$ cat src/design/tlp_pkg.sv
// ----------------------------------------------------------------------------
// tlp_pkg
// shared types, constants and character helpers for the token list parser
// ----------------------------------------------------------------------------
package tlp_pkg;

  localparam int unsigned MAX_BODY_BYTES   = 4096;
  localparam int unsigned MAX_OPTION_BYTES = 16;

  localparam int unsigned POS_W     = 13;  // byte position, holds MAX_BODY_BYTES
  localparam int unsigned START_W   = 12;
  localparam int unsigned LEN_W     = 13;
  localparam int unsigned OPTLEN_W  = 5;
  localparam int unsigned OPT_W     = 8 * MAX_OPTION_BYTES;
  localparam int unsigned OPT_IDX_W = $clog2(MAX_OPTION_BYTES);

  localparam int unsigned QUEUE_DEPTH = 4;
  localparam int unsigned QPTR_W      = $clog2(QUEUE_DEPTH);
  localparam int unsigned QCNT_W      = $clog2(QUEUE_DEPTH + 1);

  localparam int unsigned APB_AW = 5;
  localparam int unsigned APB_DW = 64;

  localparam logic [7:0] CH_COMMA      = 8'h2C;
  localparam logic [7:0] CH_DASH       = 8'h2D;
  localparam logic [7:0] CH_DOT        = 8'h2E;
  localparam logic [7:0] CH_BANG       = 8'h21;
  localparam logic [7:0] CH_PERCENT    = 8'h25;
  localparam logic [7:0] CH_STAR       = 8'h2A;
  localparam logic [7:0] CH_UNDERSCORE = 8'h5F;
  localparam logic [7:0] CH_PLUS       = 8'h2B;
  localparam logic [7:0] CH_BACKTICK   = 8'h60;
  localparam logic [7:0] CH_QUOTE      = 8'h27;
  localparam logic [7:0] CH_TILDE      = 8'h7E;

  typedef enum logic [1:0] {
    ACT_BYTE      = 2'd0,
    ACT_BODY_END  = 2'd1,
    ACT_GROUP_END = 2'd2
  } action_e;

  typedef enum logic [1:0] {
    KIND_TOKEN  = 2'd0,
    KIND_STATUS = 2'd1,
    KIND_GROUP  = 2'd2
  } kind_e;

  typedef enum logic [1:0] {
    REG_OPT_LO  = 2'd0,
    REG_OPT_HI  = 2'd1,
    REG_OPT_LEN = 2'd2
  } reg_idx_e;

  typedef struct packed {
    logic [OPT_W-1:0]    bytes;  // byte 0 in the low bits
    logic [OPTLEN_W-1:0] len;
  } opt_cfg_t;

  // work for the back end: an optional token, then an optional final result
  typedef struct packed {
    logic               tok;
    logic [START_W-1:0] start;
    logic [LEN_W-1:0]   len;
    logic               fin;
    kind_e              fin_kind;
    logic               ok;
    logic               found;
  } tlp_desc_t;

  typedef struct packed {
    logic full;
    logic empty;
  } tlp_qstat_t;

  function automatic logic is_space(input logic [7:0] c);
    return (c == 8'h20) || (c >= 8'h09 && c <= 8'h0D);
  endfunction

  function automatic logic is_token_char(input logic [7:0] c);
    logic alnum;
    alnum = (c >= 8'h30 && c <= 8'h39) || (c >= 8'h61 && c <= 8'h7A) ||
            (c >= 8'h41 && c <= 8'h5A);
    return alnum || c == CH_DASH || c == CH_DOT || c == CH_BANG ||
           c == CH_PERCENT || c == CH_STAR || c == CH_UNDERSCORE ||
           c == CH_PLUS || c == CH_BACKTICK || c == CH_QUOTE || c == CH_TILDE;
  endfunction

  function automatic logic [7:0] to_lower(input logic [7:0] c);
    return (c >= 8'h41 && c <= 8'h5A) ? c + 8'd32 : c;
  endfunction

endpackage

$ cat src/design/token_list_parser_matcher_core.sv
// ----------------------------------------------------------------------------
// token_list_parser_matcher_core
// comma-separated token list parser with case-insensitive option match
// ----------------------------------------------------------------------------
// Header body bytes stream in one item per cycle on the slave side; tuser
// carries the action (body byte, end of body, end of group). Every byte is
// classified and folded into the parser state in the cycle it is accepted,
// so input runs at one item per clock as long as the four-entry work queue
// has room. Items that produce results (a comma closing a token, an end of
// body, an end of group) drop one queue entry; the back end turns each
// entry into one or two result items through a registered output stage at
// one result per clock while the sink is ready, so an end of body that
// closes a pending token gives two results. Results: tuser is the kind
// (token, body status, group answer) and tlast marks the final result of
// an input item. Tokens come out as soon as they are closed; if the body
// later ends in error its status shows body_ok low and the consumer drops
// them. The option is programmed through the APB port (low bytes at 0x00,
// high bytes at 0x08, length at 0x10); the user must program it only while
// the stream is idle, as the block itself does not enforce this.
// ----------------------------------------------------------------------------
module token_list_parser_matcher_core (
  input  logic                         clk_i,
  input  logic                         rst_ni,

  // apb configuration
  input  logic                         psel,
  input  logic                         penable,
  input  logic                         pwrite,
  input  logic [tlp_pkg::APB_AW-1:0]   paddr,
  input  logic [tlp_pkg::APB_DW-1:0]   pwdata,
  output logic [tlp_pkg::APB_DW-1:0]   prdata,
  output logic                         pready,

  // input items
  input  logic                         s_axis_tvalid,
  output logic                         s_axis_tready,
  input  logic [7:0]                   s_axis_tdata,   // data_byte[7:0]
  input  logic [1:0]                   s_axis_tuser,   // action[1:0]

  // result items
  output logic                         m_axis_tvalid,
  input  logic                         m_axis_tready,
  output logic [31:0]                  m_axis_tdata,   // tok_offset[11:0],
                                                       // token_length[24:12],
                                                       // body_ok[25],
                                                       // option_found[26]
  output logic [1:0]                   m_axis_tuser,   // kind[1:0]
  output logic                         m_axis_tlast    // last
);

  logic [63:0]                    opt_lo_q;
  logic [63:0]                    opt_hi_q;
  logic [tlp_pkg::OPTLEN_W-1:0]   opt_len_q;
  logic                           cfg_wr;
  logic [1:0]                     reg_idx;
  tlp_pkg::opt_cfg_t              opt_cfg;

  logic                           in_accept;
  logic                           push;
  tlp_pkg::tlp_desc_t             push_desc;
  tlp_pkg::tlp_desc_t             head;
  tlp_pkg::tlp_qstat_t            qstat;
  logic                           pop;

  // register file: index from the 8-byte slot, low address bits ignored
  assign pready  = 1'b1;
  assign reg_idx = paddr[4:3];
  assign cfg_wr  = psel && penable && pwrite;

  always_ff @(posedge clk_i or negedge rst_ni) begin
    if (!rst_ni) begin
      opt_lo_q  <= '0;
      opt_hi_q  <= '0;
      opt_len_q <= '0;
    end else if (cfg_wr) begin
      case (reg_idx)
        tlp_pkg::REG_OPT_LO:  opt_lo_q  <= pwdata;
        tlp_pkg::REG_OPT_HI:  opt_hi_q  <= pwdata;
        tlp_pkg::REG_OPT_LEN: opt_len_q <= pwdata[tlp_pkg::OPTLEN_W-1:0];
        default: ;
      endcase
    end
  end

  always_comb begin
    case (reg_idx)
      tlp_pkg::REG_OPT_LO:  prdata = opt_lo_q;
      tlp_pkg::REG_OPT_HI:  prdata = opt_hi_q;
      tlp_pkg::REG_OPT_LEN: prdata = tlp_pkg::APB_DW'(opt_len_q);
      default:              prdata = '0;
    endcase
  end

  assign opt_cfg.bytes = {opt_hi_q, opt_lo_q};
  assign opt_cfg.len   = opt_len_q;

  // input is held off only when the work queue is full
  assign s_axis_tready = !qstat.full;
  assign in_accept     = s_axis_tvalid && s_axis_tready;

  tlp_front u_front (
    .clk_i    (clk_i),
    .rst_ni   (rst_ni),
    .accept_i (in_accept),
    .action_i (s_axis_tuser),
    .data_i   (s_axis_tdata),
    .opt_i    (opt_cfg),
    .push_o   (push),
    .desc_o   (push_desc)
  );

  tlp_queue u_queue (
    .clk_i  (clk_i),
    .rst_ni (rst_ni),
    .push_i (push),
    .desc_i (push_desc),
    .pop_i  (pop),
    .head_o (head),
    .stat_o (qstat)
  );

  tlp_back u_back (
    .clk_i         (clk_i),
    .rst_ni        (rst_ni),
    .head_i        (head),
    .qstat_i       (qstat),
    .pop_o         (pop),
    .m_axis_tvalid (m_axis_tvalid),
    .m_axis_tready (m_axis_tready),
    .m_axis_tdata  (m_axis_tdata),
    .m_axis_tuser  (m_axis_tuser),
    .m_axis_tlast  (m_axis_tlast)
  );

endmodule

$ cat src/design/tlp_front.sv
// ----------------------------------------------------------------------------
// tlp_front
// per-byte parser: classifies each item, tracks the pending token and match
// ----------------------------------------------------------------------------
module tlp_front (
  input  logic                          clk_i,
  input  logic                          rst_ni,
  input  logic                          accept_i,
  input  logic [1:0]                    action_i,
  input  logic [7:0]                    data_i,
  input  tlp_pkg::opt_cfg_t             opt_i,
  output logic                          push_o,
  output tlp_pkg::tlp_desc_t            desc_o
);

  typedef enum logic [2:0] {
    PH_LEAD0,
    PH_LEAD_SP,
    PH_TOKEN,
    PH_TRAIL,
    PH_ERROR
  } phase_e;

  phase_e                         phase_q, phase_d;
  logic [tlp_pkg::POS_W-1:0]      bpos_q, bpos_d;
  logic [tlp_pkg::START_W-1:0]    pstart_q, pstart_d;
  logic [tlp_pkg::LEN_W-1:0]      plen_q, plen_d;
  logic                           pmatch_q, pmatch_d;
  logic                           body_match_q, body_match_d;
  logic                           group_match_q, group_match_d;

  logic [tlp_pkg::LEN_W-1:0]      cmp_idx;
  logic [7:0]                     opt_byte;
  logic                           byte_hit;
  logic                           tok_hit;
  logic                           body_ok;
  logic                           found;
  logic                           len_ok;

  // a new token compares from option byte zero, an extension at its length
  assign cmp_idx  = (phase_q == PH_TOKEN) ? plen_q : '0;
  assign opt_byte = opt_i.bytes[{cmp_idx[tlp_pkg::OPT_IDX_W-1:0], 3'b000} +: 8];
  assign byte_hit = (cmp_idx < tlp_pkg::LEN_W'(opt_i.len)) &&
                    (cmp_idx < tlp_pkg::LEN_W'(tlp_pkg::MAX_OPTION_BYTES)) &&
                    (tlp_pkg::to_lower(data_i) == tlp_pkg::to_lower(opt_byte));

  assign len_ok  = (opt_i.len != '0) &&
                   (opt_i.len <= tlp_pkg::OPTLEN_W'(tlp_pkg::MAX_OPTION_BYTES));
  assign tok_hit = pmatch_q && len_ok && (plen_q == tlp_pkg::LEN_W'(opt_i.len));
  assign body_ok = (phase_q == PH_LEAD0) || (phase_q == PH_TOKEN) ||
                   (phase_q == PH_TRAIL);
  assign found   = body_ok && (body_match_q ||
                   (((phase_q == PH_TOKEN) || (phase_q == PH_TRAIL)) && tok_hit));

  always_comb begin
    phase_d       = phase_q;
    bpos_d        = bpos_q;
    pstart_d      = pstart_q;
    plen_d        = plen_q;
    pmatch_d      = pmatch_q;
    body_match_d  = body_match_q;
    group_match_d = group_match_q;
    push_o        = 1'b0;
    desc_o        = '0;
    desc_o.fin_kind = tlp_pkg::KIND_TOKEN;

    if (accept_i) begin
      case (action_i)
        tlp_pkg::ACT_BYTE: begin
          if (bpos_q >= tlp_pkg::POS_W'(tlp_pkg::MAX_BODY_BYTES)) begin
            phase_d = PH_ERROR;
          end else begin
            bpos_d = bpos_q + 1'b1;
            case (phase_q)
              PH_LEAD0, PH_LEAD_SP, PH_TOKEN, PH_TRAIL: begin
                if (tlp_pkg::is_token_char(data_i)) begin
                  if (phase_q == PH_TOKEN) begin
                    pmatch_d = pmatch_q & byte_hit;
                    if (plen_q < tlp_pkg::LEN_W'(tlp_pkg::MAX_BODY_BYTES)) begin
                      plen_d = plen_q + 1'b1;
                    end
                  end else begin
                    pstart_d = bpos_q[tlp_pkg::START_W-1:0];
                    plen_d   = tlp_pkg::LEN_W'(1);
                    pmatch_d = byte_hit;
                  end
                  phase_d = PH_TOKEN;
                end else if (tlp_pkg::is_space(data_i)) begin
                  phase_d = (phase_q == PH_LEAD0 || phase_q == PH_LEAD_SP) ?
                            PH_LEAD_SP : PH_TRAIL;
                end else if (data_i == tlp_pkg::CH_COMMA &&
                             (phase_q == PH_TOKEN || phase_q == PH_TRAIL)) begin
                  push_o       = 1'b1;
                  desc_o.tok   = 1'b1;
                  desc_o.start = pstart_q;
                  desc_o.len   = plen_q;
                  body_match_d = body_match_q | tok_hit;
                  phase_d      = PH_LEAD0;
                end else begin
                  phase_d = PH_ERROR;
                end
              end
              default: phase_d = PH_ERROR;
            endcase
          end
        end
        tlp_pkg::ACT_BODY_END: begin
          push_o          = 1'b1;
          desc_o.tok      = (phase_q == PH_TOKEN) || (phase_q == PH_TRAIL);
          desc_o.start    = pstart_q;
          desc_o.len      = plen_q;
          desc_o.fin      = 1'b1;
          desc_o.fin_kind = tlp_pkg::KIND_STATUS;
          desc_o.ok       = body_ok;
          desc_o.found    = found;
          group_match_d   = group_match_q | found;
          phase_d         = PH_LEAD0;
          bpos_d          = '0;
          pstart_d        = '0;
          plen_d          = '0;
          pmatch_d        = 1'b1;
          body_match_d    = 1'b0;
        end
        tlp_pkg::ACT_GROUP_END: begin
          push_o          = 1'b1;
          desc_o.fin      = 1'b1;
          desc_o.fin_kind = tlp_pkg::KIND_GROUP;
          desc_o.found    = group_match_q;
          group_match_d   = 1'b0;
          phase_d         = PH_LEAD0;
          bpos_d          = '0;
          pstart_d        = '0;
          plen_d          = '0;
          pmatch_d        = 1'b1;
          body_match_d    = 1'b0;
        end
        default: ;
      endcase
    end
  end

  always_ff @(posedge clk_i or negedge rst_ni) begin
    if (!rst_ni) begin
      phase_q       <= PH_LEAD0;
      bpos_q        <= '0;
      pstart_q      <= '0;
      plen_q        <= '0;
      pmatch_q      <= 1'b1;
      body_match_q  <= 1'b0;
      group_match_q <= 1'b0;
    end else begin
      phase_q       <= phase_d;
      bpos_q        <= bpos_d;
      pstart_q      <= pstart_d;
      plen_q        <= plen_d;
      pmatch_q      <= pmatch_d;
      body_match_q  <= body_match_d;
      group_match_q <= group_match_d;
    end
  end

endmodule

$ cat src/design/tlp_queue.sv
// ----------------------------------------------------------------------------
// tlp_queue
// small queue of parser work between front and back end
// ----------------------------------------------------------------------------
module tlp_queue (
  input  logic                 clk_i,
  input  logic                 rst_ni,
  input  logic                 push_i,
  input  tlp_pkg::tlp_desc_t   desc_i,
  input  logic                 pop_i,
  output tlp_pkg::tlp_desc_t   head_o,
  output tlp_pkg::tlp_qstat_t  stat_o
);

  tlp_pkg::tlp_desc_t           mem_q [tlp_pkg::QUEUE_DEPTH];
  logic [tlp_pkg::QPTR_W-1:0]   wr_ptr_q;
  logic [tlp_pkg::QPTR_W-1:0]   rd_ptr_q;
  logic [tlp_pkg::QCNT_W-1:0]   cnt_q;
  logic                         do_pop;

  assign stat_o.full  = (cnt_q == tlp_pkg::QCNT_W'(tlp_pkg::QUEUE_DEPTH));
  assign stat_o.empty = (cnt_q == '0);
  assign head_o       = mem_q[rd_ptr_q];
  assign do_pop       = pop_i && !stat_o.empty;

  always_ff @(posedge clk_i) begin
    if (push_i) begin
      mem_q[wr_ptr_q] <= desc_i;
    end
  end

  always_ff @(posedge clk_i or negedge rst_ni) begin
    if (!rst_ni) begin
      wr_ptr_q <= '0;
      rd_ptr_q <= '0;
      cnt_q    <= '0;
    end else begin
      if (push_i) begin
        wr_ptr_q <= wr_ptr_q + 1'b1;
      end
      if (do_pop) begin
        rd_ptr_q <= rd_ptr_q + 1'b1;
      end
      cnt_q <= cnt_q + tlp_pkg::QCNT_W'(push_i) - tlp_pkg::QCNT_W'(do_pop);
    end
  end

`ifndef SYNTHESIS
  a_no_push_full: assert property (@(posedge clk_i) disable iff (!rst_ni)
    stat_o.full |-> !push_i)
    else $error("queue pushed while full");
  a_cnt_bound: assert property (@(posedge clk_i) disable iff (!rst_ni)
    cnt_q <= tlp_pkg::QCNT_W'(tlp_pkg::QUEUE_DEPTH))
    else $error("queue count out of range");
  a_pop_moves: assert property (@(posedge clk_i) disable iff (!rst_ni)
    (pop_i && !stat_o.empty && !push_i) |=> (cnt_q == $past(cnt_q) - 1'b1))
    else $error("queue pop lost");
`endif

endmodule

$ cat src/design/tlp_back.sv
// ----------------------------------------------------------------------------
// tlp_back
// turns queued work into result items through a registered output stage
// ----------------------------------------------------------------------------
module tlp_back (
  input  logic                 clk_i,
  input  logic                 rst_ni,
  input  tlp_pkg::tlp_desc_t   head_i,
  input  tlp_pkg::tlp_qstat_t  qstat_i,
  output logic                 pop_o,
  output logic                 m_axis_tvalid,
  input  logic                 m_axis_tready,
  output logic [31:0]          m_axis_tdata,
  output logic [1:0]           m_axis_tuser,
  output logic                 m_axis_tlast
);

  logic                         vld_q;
  logic [1:0]                   kind_q;
  logic [tlp_pkg::START_W-1:0]  start_q;
  logic [tlp_pkg::LEN_W-1:0]    len_q;
  logic                         ok_q;
  logic                         found_q;
  logic                         last_q;
  logic                         hold_q;   // final result of a token+status pair waits
  tlp_pkg::tlp_desc_t           held_q;
  logic                         load;

  assign load  = !vld_q || m_axis_tready;
  assign pop_o = load && !hold_q && !qstat_i.empty;

  always_ff @(posedge clk_i or negedge rst_ni) begin
    if (!rst_ni) begin
      vld_q  <= 1'b0;
      hold_q <= 1'b0;
    end else if (load) begin
      if (hold_q) begin
        vld_q  <= 1'b1;
        hold_q <= 1'b0;
      end else begin
        vld_q  <= !qstat_i.empty;
        hold_q <= !qstat_i.empty && head_i.tok && head_i.fin;
      end
    end
  end

  always_ff @(posedge clk_i) begin
    if (load) begin
      if (hold_q) begin
        kind_q  <= held_q.fin_kind;
        start_q <= '0;
        len_q   <= '0;
        ok_q    <= held_q.ok;
        found_q <= held_q.found;
        last_q  <= 1'b1;
      end else if (head_i.tok) begin
        kind_q  <= tlp_pkg::KIND_TOKEN;
        start_q <= head_i.start;
        len_q   <= head_i.len;
        ok_q    <= 1'b0;
        found_q <= 1'b0;
        last_q  <= !head_i.fin;
      end else begin
        kind_q  <= head_i.fin_kind;
        start_q <= '0;
        len_q   <= '0;
        ok_q    <= head_i.ok;
        found_q <= head_i.found;
        last_q  <= 1'b1;
      end
      held_q <= head_i;
    end
  end

  assign m_axis_tvalid = vld_q;
  assign m_axis_tuser  = kind_q;
  assign m_axis_tlast  = last_q;
  assign m_axis_tdata  = {5'b0, found_q, ok_q, len_q, start_q};

`ifndef SYNTHESIS
  a_hold_has_out: assert property (@(posedge clk_i) disable iff (!rst_ni)
    hold_q |-> vld_q)
    else $error("held final result without a pending output");
  a_hold_no_pop: assert property (@(posedge clk_i) disable iff (!rst_ni)
    hold_q |-> !pop_o)
    else $error("queue popped while a final result is held");
`endif

endmodule

$ cat config.mk
export PLATFORM = sky130hd
export DESIGN_NAME = token_list_parser_matcher_core
export DESIGN_NICKNAME = d
export VERILOG_FILES = /design/src/design/tlp_pkg.sv /design/src/design/token_list_parser_matcher_core.sv /design/src/design/tlp_front.sv /design/src/design/tlp_queue.sv /design/src/design/tlp_back.sv
export SDC_FILE = /design/constraint.sdc
export NUM_CORES = 1
export LEC_CHECK = 0
export BUFFER_PORTS_ARGS = -buffer_cell sky130_fd_sc_hd__clkbuf_2
export CAP_MARGIN = 20
export CORE_MARGIN = 4
export CORE_UTILIZATION = 30
export DETAILED_ROUTE_END_ITERATION = 16
export HOLD_SLACK_MARGIN = 0.08
export PLACE_DENSITY = 0.56
export SETUP_SLACK_MARGIN = 0.05
export SYNTH_ARGS = -nofsm -noshare
export SYNTH_HDL_FRONTEND = slang
export SYNTH_HIERARCHICAL = 1
export SYNTH_SLANG_ARGS = --single-unit
$ cat constraint.sdc
create_clock -name clk_i -period 4.7 [get_ports clk_i]
set_input_delay 0.235 -clock clk_i [delete_from_list [all_inputs] [get_ports clk_i]]
set_output_delay 0.235 -clock clk_i [all_outputs]
set_load 0.01 [all_outputs]
==> summary.txt <==
Outcome
  • Status: finished, final reports clean

Global route
  • Overall Global Routing Usage: between 10% and 20%
  • Vias in the first global route: about 11,000
  • First-pass GRT wire length: between 60,000 and 70,000 um
  • Initial antenna violation count: 0
  • GR Overflow Total: 0
  • Largest net degree at the start of global routing: approximately 120

Synth
  • Top post-synthesis cells by area: edfxtp_1 28%, dfrtp_1 27%, mux2_4 5.3%, mux2i_1 4.9%, mux2_2 4.7%
  • Async set or reset register ratio after synthesis: a little over half
  • Number of synthesized flops with an enable pin: roughly 160
  • Register area share after synthesis: between 50% and 60%
  • Top-area cell type share of the netlist area: approximately 28%
  • Mapped Cells: roughly 1,300
  • Mapped cell area: between 15,000 and 20,000 sq um
  • Synth top cells by count: 185 x dfrtp_1, 158 x edfxtp_1, 99 x nor2_1
  • Count of cell types in the netlist: between 90 and 100
  • Area leader, netlist: edfxtp_1
  • Primary FF master, synth: dfrtp_1
  • Top-count cell post-synth: dfrtp_1
  • Avg Inst Size Synth: about 13 sq um
  • Yosys reg bits: around 340
  • Syn. warnings: 6

Finish
  • Final Net Count: 1,625
  • Share of cells above drive strength 1: just under 30%
  • Antenna Cells: 0
  • Layout filler cell count: between 5,000 and 6,000
  • Layout Utilization: between 30% and 40%
  • Layout area overhead: 20.1%
  • Final cell count without fillers: between 2,000 and 2,500
  • Post-route cell area: just over 20,000 sq um

Detailed routing
  • Routed vias: 11,200
  • Routed WL: approximately 45,000 um
  • DR DRC count: 0
  • Drt initial violations: 732
  • Avg Vias per Cell: between 4 and 5
  • Routed len/inst: just under 20 um
  • Routed Antenna Nets: 0
  • Detailed Routing Iterations Pass 1: 4

Setup path
  • Crit path required time: 5190 ps
  • Crit Path Class: reg -> reg
  • Arr. time, crit path: 4070 ps
  • Worst setup EP type: register
  • Worst Setup Start Kind: register
  • Crit-path max FO: 14

CTS
  • CTS root buffer: clkbuf_16
  • CTS clk-pin slew, worst paths: ~60 ps
  • CTS tree: built
  • TritonCTS buffer count: 39
  • Post-CTS Hold Buffers: 68
  • Number of H-tree levels: 2
  • Clk sink count: roughly 340
  • Max Buffers Root-to-Sink: 3
  • Post-CTS Resized: 0
  • Clk Latency, worst-skew pair: 550 ps
  • Post-CTS Setup Bufs: 0

Floorplan
  • Width of the die: between 200 and 250 um
  • Cell Rows: 87
  • I/O pin total: ~190
  • Initial Util: between 30% and 40%
  • Core footprint: about 56,000 sq um
  • Die Ht: 247 um
  • Die area: about 61,000 sq um

Worst hold path
  • Hold Path Class: in -> reg

Timing
  • Max Clock Skew: 19.2 ps
  • Worst Tran Pin Value: ~1100 ps
  • Tcrit/Tclk final: around three quarters
  • Fin. Hold Viols: 0
  • Fin. max-slew vios: 0
  • Setup violators final: 0
  • Slew HR: around a quarter
  • Hold_ws: roughly 150 ps
  • Setup TNS: 0 ps
  • Minimum clock period: between 3000 and 4000 ps
  • Fmax: roughly 0.28 GHz
  • Setup ws final: ~1100 ps
  • RSZ-0062 raised after global routing: false

Power and ir drop
  • Tot Pwr: slightly below 10 mW
  • LEAKAGE: between 8 and 9 nW
  • Pwr per Cell Area: 480 nW/um^2
  • Max IR drop VDD: ~0.28 mV

Job
  • Max-cap check violation count: 0

Placement
  • Area after DPL: 18,500 sq um
  • DP Wirelength: just over 30,000 um
  • Placed Cells: around 2,200
  • Dpl ws: about 1200 ps
  • I/O Buffers: approximately 180
  • Routability cong.: around 0.84
## area by class of cell
cell class                 instances  area (sq um)  area share, %
sequential                       344          9400           45.8
clock buffer                      51          1100           5.37
clock inverter                    21           254           1.24
multi-input combinational        843          7030           34.2
timing repair buffer             261          1700           8.26
inverter                          28           105          0.512
tap                              756           946           4.61
## per-layer routing
layer / track usage, % / routed length (um)
met5: 0 / 0
met4: 3.55 / 814
met3: 2.23 / 2000
met2: 23.5 / 21200
met1: 20.5 / 20700
## cells in the final DEF (no fill, tap or decap), drive strengths merged, types with 6 or more instances in the layout
| cell | Yosys | routed |
|---|---|---|
| clkbuf | 20 | 228 |
| dfrtp | 185 | 185 |
| edfxtp | 158 | 158 |
| mux2 | 139 | 139 |
| nor2 | 100 | 100 |
| mux2i | 84 | 84 |
| nand2 | 71 | 71 |
| dlygate4sd3 | 0 | 68 |
| and2 | 64 | 64 |
| o21ai | 58 | 58 |
| mux4 | 36 | 36 |
| inv | 27 | 28 |
| a21oi | 27 | 27 |
| nand2b | 27 | 27 |
| ha | 21 | 21 |
| nand3 | 17 | 17 |
| buf | 65 | 16 |
| xnor2 | 16 | 16 |
| nor3 | 16 | 16 |
| clkinv | 1 | 14 |
| and3 | 12 | 12 |
| a31oi | 12 | 12 |
| nand4 | 11 | 11 |
| o31ai | 11 | 11 |
| nor2b | 10 | 10 |
| xor2 | 9 | 9 |
| a211oi | 8 | 8 |
| conb | 2 | 6 |
| or3 | 6 | 6 |
## sequential cells by signal, indices dropped and copies added, names as in the netlist, 2 cells and up
signal and flops:
u_queue/mem_q 124, opt_lo_q 64, opt_hi_q 64, u_back/held_q 4, u_front/phase_q 3, u_front/bpos_q 13, u_front/plen_q 13, u_back/start_q 12
u_back/m_axis_tuser 2, u_queue/wr_ptr_q 2, u_queue/rd_ptr_q 2, u_front/pstart_q 12, u_back/len_q 13, opt_len_q 5, u_queue/cnt_q 3
## path summary, 6_finish.rpt
path,cells past startpoint,end,slack [ps],from
worst max-delay path,10,u_front/pmatch_q,1120,u_front/phase_q[2]
min in group asynchronous,2,opt_lo_q[47],380,rst_ni
worst min register to register,2,u_front/pstart_q[9],470,u_front/pstart_q[9]
worst min-delay path,5,u_front/pmatch_q,150,s_axis_tdata[6]
max in group asynchronous,3,u_queue/rd_ptr_q[1],3080,rst_ni
worst max register to register,10,u_front/pmatch_q,1120,u_front/phase_q[2]
## cell families after synthesis
| family | Yosys count | synth area share, % |
|---|---|---|
| AOI/OAI and AO/OA | 166 | 6.45 |
| xor gates and xnor gates | 25 | 1.28 |
| adders and majority gates | 22 | 1.65 |
| buffers and inverters | 113 | 4.15 |
| DFF | 344 | 55.0 |
| muxes | 259 | 20.2 |
| other | 2 | 0.0439 |
| and+or+nand+nor | 365 | 11.3 |
## where the power goes
group | internal, mW | leakage [nW] | switching (mW) | total, mW
clock network | 1.94 | 0.666 | 1.25 | 3.19
logic | 1.20 | 4.11 | 1.19 | 2.39
registers | 3.77 | 3.84 | 0.510 | 4.28
## worst max-delay path: stages, from the launching register on
cell and delay (ps):
dfrtp_1 540, nand4bb_1 820, mux2_1 590, o21ai_1 200, a21oi_1 90, a22oi_1 350, nand4_1 220, a41oi_1 320
xnor2_1 150, nand2_1 80, o21ai_2 130
Power figures use the tool's default switching activity.
